### src/hdl/direction_select_sorter_assert.svh
// Assertion macros used by the sorter's top-level RTL file.
`ifndef DIRECTION_SELECT_SORTER_ASSERT_SVH
`define DIRECTION_SELECT_SORTER_ASSERT_SVH

`ifndef SYNTHESIS
// Same-cycle implication, sampled on clk_i, off while rst_ni is low.
`define DSS_ASSERT_NOW(lbl, ante, cons) \
  lbl: assert property (@(posedge clk_i) disable iff (!rst_ni) (ante) |-> (cons)) \
    else $error("sorter check failed");
// Next-cycle implication, sampled on clk_i, off while rst_ni is low.
`define DSS_ASSERT_NEXT(lbl, ante, cons) \
  lbl: assert property (@(posedge clk_i) disable iff (!rst_ni) (ante) |=> (cons)) \
    else $error("sorter check failed");
`else
`define DSS_ASSERT_NOW(lbl, ante, cons)
`define DSS_ASSERT_NEXT(lbl, ante, cons)
`endif

`endif

### src/hdl/dss_pkg.sv
// Types and constants shared by the sorter cell chain and its top level.
package dss_pkg;

  localparam int unsigned DATA_W = 32;

  typedef logic signed [DATA_W-1:0] data_t;

  // Per-cycle command broadcast to every cell of the chain
  typedef struct packed {
    logic insert;    // place the broadcast item into the sorted chain
    logic shift_lo;  // every cell takes its upper neighbor (pop at cell 0)
    logic shift_hi;  // every cell takes its lower neighbor (pop at last cell)
  } dss_ctrl_t;

endpackage

### src/hdl/dss_cell.sv
// One cell of the insertion chain: holds one value and its valid bit.
module dss_cell (
  input  logic              clk_i,
  input  logic              rst_ni,
  input  dss_pkg::dss_ctrl_t ctrl_i,
  input  dss_pkg::data_t    ins_val_i,
  input  dss_pkg::data_t    left_val_i,
  input  logic              left_vld_i,
  input  logic              left_gt_i,
  input  dss_pkg::data_t    right_val_i,
  input  logic              right_vld_i,
  output dss_pkg::data_t    val_o,
  output logic              vld_o,
  output logic              gt_o
);
  import dss_pkg::*;

  data_t val_q, val_d;
  logic  vld_q, vld_d;
  logic  gt;

  // Held value sorts after the incoming one
  assign gt = vld_q && (val_q > ins_val_i);

  // Next contents: insert, shift toward cell 0, or shift toward the end
  always_comb begin
    val_d = val_q;
    vld_d = vld_q;
    if (ctrl_i.insert) begin
      if (gt || !vld_q) begin
        if (left_gt_i) begin
          val_d = left_val_i;
          vld_d = 1'b1;
        end else if (left_vld_i) begin
          val_d = ins_val_i;
          vld_d = 1'b1;
        end
      end
    end else if (ctrl_i.shift_lo) begin
      val_d = right_val_i;
      vld_d = right_vld_i;
    end else if (ctrl_i.shift_hi) begin
      val_d = left_val_i;
      vld_d = left_vld_i;
    end
  end

  always_ff @(posedge clk_i or negedge rst_ni) begin
    if (!rst_ni) begin
      vld_q <= 1'b0;
    end else begin
      vld_q <= vld_d;
    end
  end

  // Payload, no reset
  always_ff @(posedge clk_i) begin
    val_q <= val_d;
  end

  assign val_o = val_q;
  assign vld_o = vld_q;
  assign gt_o  = gt;

endmodule

### config.mk
export PLATFORM = sky130hd
export DESIGN_NAME = dss_cell
export DESIGN_NICKNAME = d
export VERILOG_FILES = /design/src/hdl/direction_select_sorter_assert.svh /design/src/hdl/dss_pkg.sv /design/src/hdl/dss_cell.sv
export SDC_FILE = /design/constraint.sdc
export NUM_CORES = 1
export LEC_CHECK = 0
export ABC_CLOCK_PERIOD_IN_PS = 2900
export BUFFER_PORTS_ARGS = -buffer_cell sky130_fd_sc_hd__buf_2
export CORE_ASPECT_RATIO = 0.8
export CORE_MARGIN = 3
export CORE_UTILIZATION = 43
export CTS_CLUSTER_SIZE = 8
export DETAILED_ROUTE_END_ITERATION = 8
export PLACE_DENSITY = 0.78
export SLEW_MARGIN = 25
export SYNTH_ARGS = -nofsm -noshare
export SYNTH_HDL_FRONTEND = slang
export SYNTH_SLANG_ARGS = --single-unit
### constraint.sdc
create_clock -name clk_i -period 2.9 [get_ports clk_i]
set_input_delay 0.145 -clock clk_i [delete_from_list [all_inputs] [get_ports clk_i]]
set_output_delay 0.145 -clock clk_i [all_outputs]
set_load 0.02 [all_outputs]
# ---- Word-level counts from Yosys, hierarchy flattened
# Index checks and enable logic that the tools add are counted.
dict set report classes {
  eq_ne 2
  n_reduce_logical 5
  mux 12
  magnitude_cmp 1
}
# operator n
set ops {}
lappend ops {{32-bit 2-to-1 mux} 6}
lappend ops {{32-bit > comparator} 1}
lappend ops {{1-bit 2-to-1 mux} 6}
lappend ops {{3-bit by 1-bit inequality test with 1-bit output, second input constant} 1}
lappend ops {{3-bit AND reduction} 1}
lappend ops {{3-bit nonzero test} 1}
lappend ops {{2-bit by 1-bit inequality test with 1-bit output, second input constant} 1}
lappend ops {{1-bit logical AND} 1}
lappend ops {{1-bit zero test} 1}
lappend ops {{1-bit logical OR} 1}
dict set report word_totals {
  in_bits 104
  output_inout_bits 34
  register_bits 33
  wordCells 22
}

# ---- Longest topological paths before layout
dict set report logic_depth {
  depth_word 5
  mapped_depth 8
  ltp_nobuf 8
}

# ---- Worst setup path after synthesis
# No wires, ideal clock.
dict set report synth_path {
  kind {flip-flop to flip-flop}
  from {register val_q[31] (netlist: val_o[31])}
  to {register val_q[0] (netlist: val_o[0]) (enable)}
  period_less_slack_ps 2907
  required_ps 2510
  arrival_ps 2516
  path_stages_with_launch 8
  setup_time_ps 390
  path_buffers 0
  slack_ps -7
  cell_sequence {edfxtp_1 -> ha_1 -> nand4_2 -> nor4_2 -> nand4_1 -> a31oi_1 -> or3b_1 -> a41o_1}
}
dict set report synth_via {
  elab_chain_len 5
}
# element line
set synth_lines {}
lappend synth_lines {{from (decl)} dss_cell.sv:18} ;# data_t val_q, val_d;
lappend synth_lines {{from (signal assigned)} dss_cell.sv:58} ;# val_q <= val_d;
lappend synth_lines {{32-bit > comparator} dss_cell.sv:23} ;# assign gt = vld_q && (val_q > ins_val_i);
lappend synth_lines {{1-bit logical AND} dss_cell.sv:23}
lappend synth_lines {{1-bit logical OR} dss_cell.sv:30} ;# if (gt || !vld_q) begin
lappend synth_lines {{2-bit by 1-bit inequality test with 1-bit output (no line)} --}
lappend synth_lines {{3-bit AND reduction (no line)} --}
# No other way between the ends.
# A chain may end at the register's enable or synchronous reset.

# ---- Worst setup path after layout
dict set report layout_path {
  from {register val_q[31] (netlist: val_o[31])}
  to {register val_q[22] (netlist: val_o[22]) (enable)}
}
# The elaborated chain is that of the path after synthesis.

==> impl_metrics.tcl <==
set metrics [dict create \
    endpoint_kind "register" \
    syn_area_per_cell_um2 9.45 \
    start_util 0.448 \
    fin_ws_ns 0.247 \
    powerDensity_nw_per_um2 424 \
    vias_per_cell 5.26 \
    io_pins 138 \
    ant_nets 0 \
    yosysMostFrequentCell "a21oi_1" \
    finClkSkew_ns 0.00949 \
    vias 2734 \
    clk-insertion-delay-late_ns 0.28 \
    dieHeight_um 79.2 \
    startpoint_type "register" \
    hpwl_mm 5.98 \
    finalWirelength_mm 7.65 \
    drive_above_1_share 0.346 \
    cts_setup_buffers 0 \
    core_area_um2 6440 \
    seqCellArea_um2 986 \
    crit_path_max_fanout 32 \
    maxCapViolations 0 \
    antennaDiodeCount 0 \
    clock_sinks 33 \
    grt_pass1_wl_mm 12.2 \
    io_buffers 137 \
    p_leak_nw 1.80 \
    numCtsBuffers 5 \
    cts_max_level 2 \
    peakVddDrop_uv 174 \
    synth-async-reset-ratio 0.0303 \
    antenna_found_initial 0 \
    fin_crit_sh 0.915 \
    utilization 0.578 \
    syn2layout_area_growth_pct 29.3 \
    synth_top_area_frac 0.333 \
    dieArea_um2 7730 \
    netlist_top_cells_area "edfxtp_1, ha_1, mux2i_1" \
    syn_nets 441 \
    first_pass_iters 4 \
    syn_area_um2 2880 \
    status "completed" \
    ys_seq_elements 33 \
    slew_violations 0 \
    clk_pin_slew_ns 0.07 \
    finalHoldViolations 0 \
    worst_pin_slew_ns 0.635 \
    setup_violations 0 \
    synth-edff-count 32 \
    crit_family "simple AND/OR/NAND/NOR gates" \
    wire_per_inst_um 14.7 \
    multiInputGateArea_um2 1710 \
    clock.fmax_mhz 377 \
    nFillCells 604 \
    fin_tns_setup_ns 0 \
    route.detailed.drc 0 \
    rsz0062_at_grt "no" \
    crit_path_max_incr_delay_ns 0.51 \
    dpl_cell_area_um2 3630 \
    grt_pass1_vias 2662 \
    cts_tree "done" \
    required_ns 2.82 \
    stdcell_area_um2 3730 \
    ys_warn_count 0 \
    crit_slowest_cell "a41o_4" \
    grt_max_degree 67 \
    synth_ff_type "edfxtp_1" \
    clk_path_buf_depth 2 \
    synth_common_cells "a21oi_1, nor2b_1, a211oi_1, inv_1" \
    place_ws_ns 0.0523 \
    crit_chain "ha_1 -> nand4_2 -> nor4_2 -> nand4_1 -> a31oi_1 -> or3b_1 -> a41o_4" \
    path_buf_inv 0 \
    finalNetCount 571 \
    critPathKind "register to register" \
    worstHoldPathType "input pin to asynchronous set/reset pin" \
    arrival_ns 2.58 \
    grt_use_total 0.191 \
    synth_cell_types 32 \
    die_x_um 97.5 \
    max_slew_margin 0.577 \
    postSynthCellCount 305 \
    drt_iter0_markers 77 \
    gp_congestion 0.788 \
    grt_remaining_overflow 0 \
    rows 26 \
    synth_seq_area_share 0.342 \
    synth.largest_area_cell "edfxtp_1" \
    fin_crit_ns 2.65 \
    root_buffer "clkbuf_8" \
]
==> per-stage QoR <==
stage               hold WS [ns]  std cells  power [mW]
floorplan                 -0.151        305        1.02
global placement         -0.0723        511        1.23
detailed placement       -0.0696        511        1.25
CTS                        0.167        520        1.59
global route               0.189        520        1.68
finish                     0.182        520        1.58
==> power by group <==
part / leakage, nW / internal [mW] / switching (mW) / total, mW
clock network: 0.0395 / 0.171 / 0.166 / 0.337
registers: 0.323 / 0.610 / 0.0325 / 0.643
logic: 1.43 / 0.244 / 0.355 / 0.600
==> final timing paths <==
kind / startpoint / end / slack (ns) / cells after the start
worst max-delay path: val_o[31] / val_o[22] / 0.25 / 7
worst min-delay path: rst_ni / vld_o / 0.18 / 2
worst max register to register: val_o[31] / val_o[22] / 0.25 / 7
worst min register to register: vld_o / vld_o / 0.60 / 1
max in group asynchronous: rst_ni / vld_o / 2.63 / 2
min in group clk_i: right_val_i[10] / val_o[10] / 0.22 / 3
==> worst reg2reg max path, delay by kind of cell, from the launching register on <==
kind	cells	cell delay, ns
AOI/OAI and AO/OA	2	0.67
adders and majority gates	1	0.38
DFF	1	0.39
and+or+nand+nor	4	0.85
==> sequential cells by signal (all words and copies together) (netlist names) <==
name,count
val_o,32
vld_o,1
==> routing by layer <==
layer | global-route usage | routed length, um | vias up | share of wire
met5 | 0 | 0 | - | 0
met4 | 0.0609 | 141 | 0 | 0.018
met3 | 0.0500 | 437 | 12 | 0.057
met2 | 0.326 | 3790 | 78 | 0.49
met1 | 0.237 | 3280 | 1254 | 0.43
li1 | - | - | 1390 | -
==> cells by family (layout without fill, tap and decap cells) <==
| family | after synthesis | count (layout) | synth area share |
|---|---|---|---|
| AOI/OAI and AO/OA | 95 | 95 | 0.210 |
| and+or+nand+nor | 62 | 62 | 0.130 |
| buffers and inverters | 51 | 182 | 0.0677 |
| DFF | 33 | 33 | 0.342 |
| adders and majority gates | 32 | 32 | 0.139 |
| muxes | 32 | 32 | 0.111 |
==> final cells by class <==
cell class	instances	share of cell area
inverter	33	0.0332
timing repair buffer	141	0.193
tap	84	0.0282
clock buffer	8	0.0215
sequential	33	0.265
multi-input combinational	221	0.460
==> timing repair <==
action                                 4_1_cts  5_1_grt
hold buffers                                 1        0
setup endpoints to repair                    0       32
endpoints found under the hold margin        1        0
resized for setup                            0        1
==> layout by cell type (no fill, tap or decap), types with 3 or more instances in the layout <==
master,instances
o21ai_0,6
inv_1,33
nand2_1,8
nand2b_1,3
edfxtp_1,32
a21oi_1,46
nand4_1,6
ha_1,32
clkbuf_8,5
mux2i_1,32
clkbuf_1,3
buf_2,137
nor2_1,5
nor2b_1,34
a211oi_1,33
buf_4,3
No activity file was read; power rests on OpenSTA's default activity.
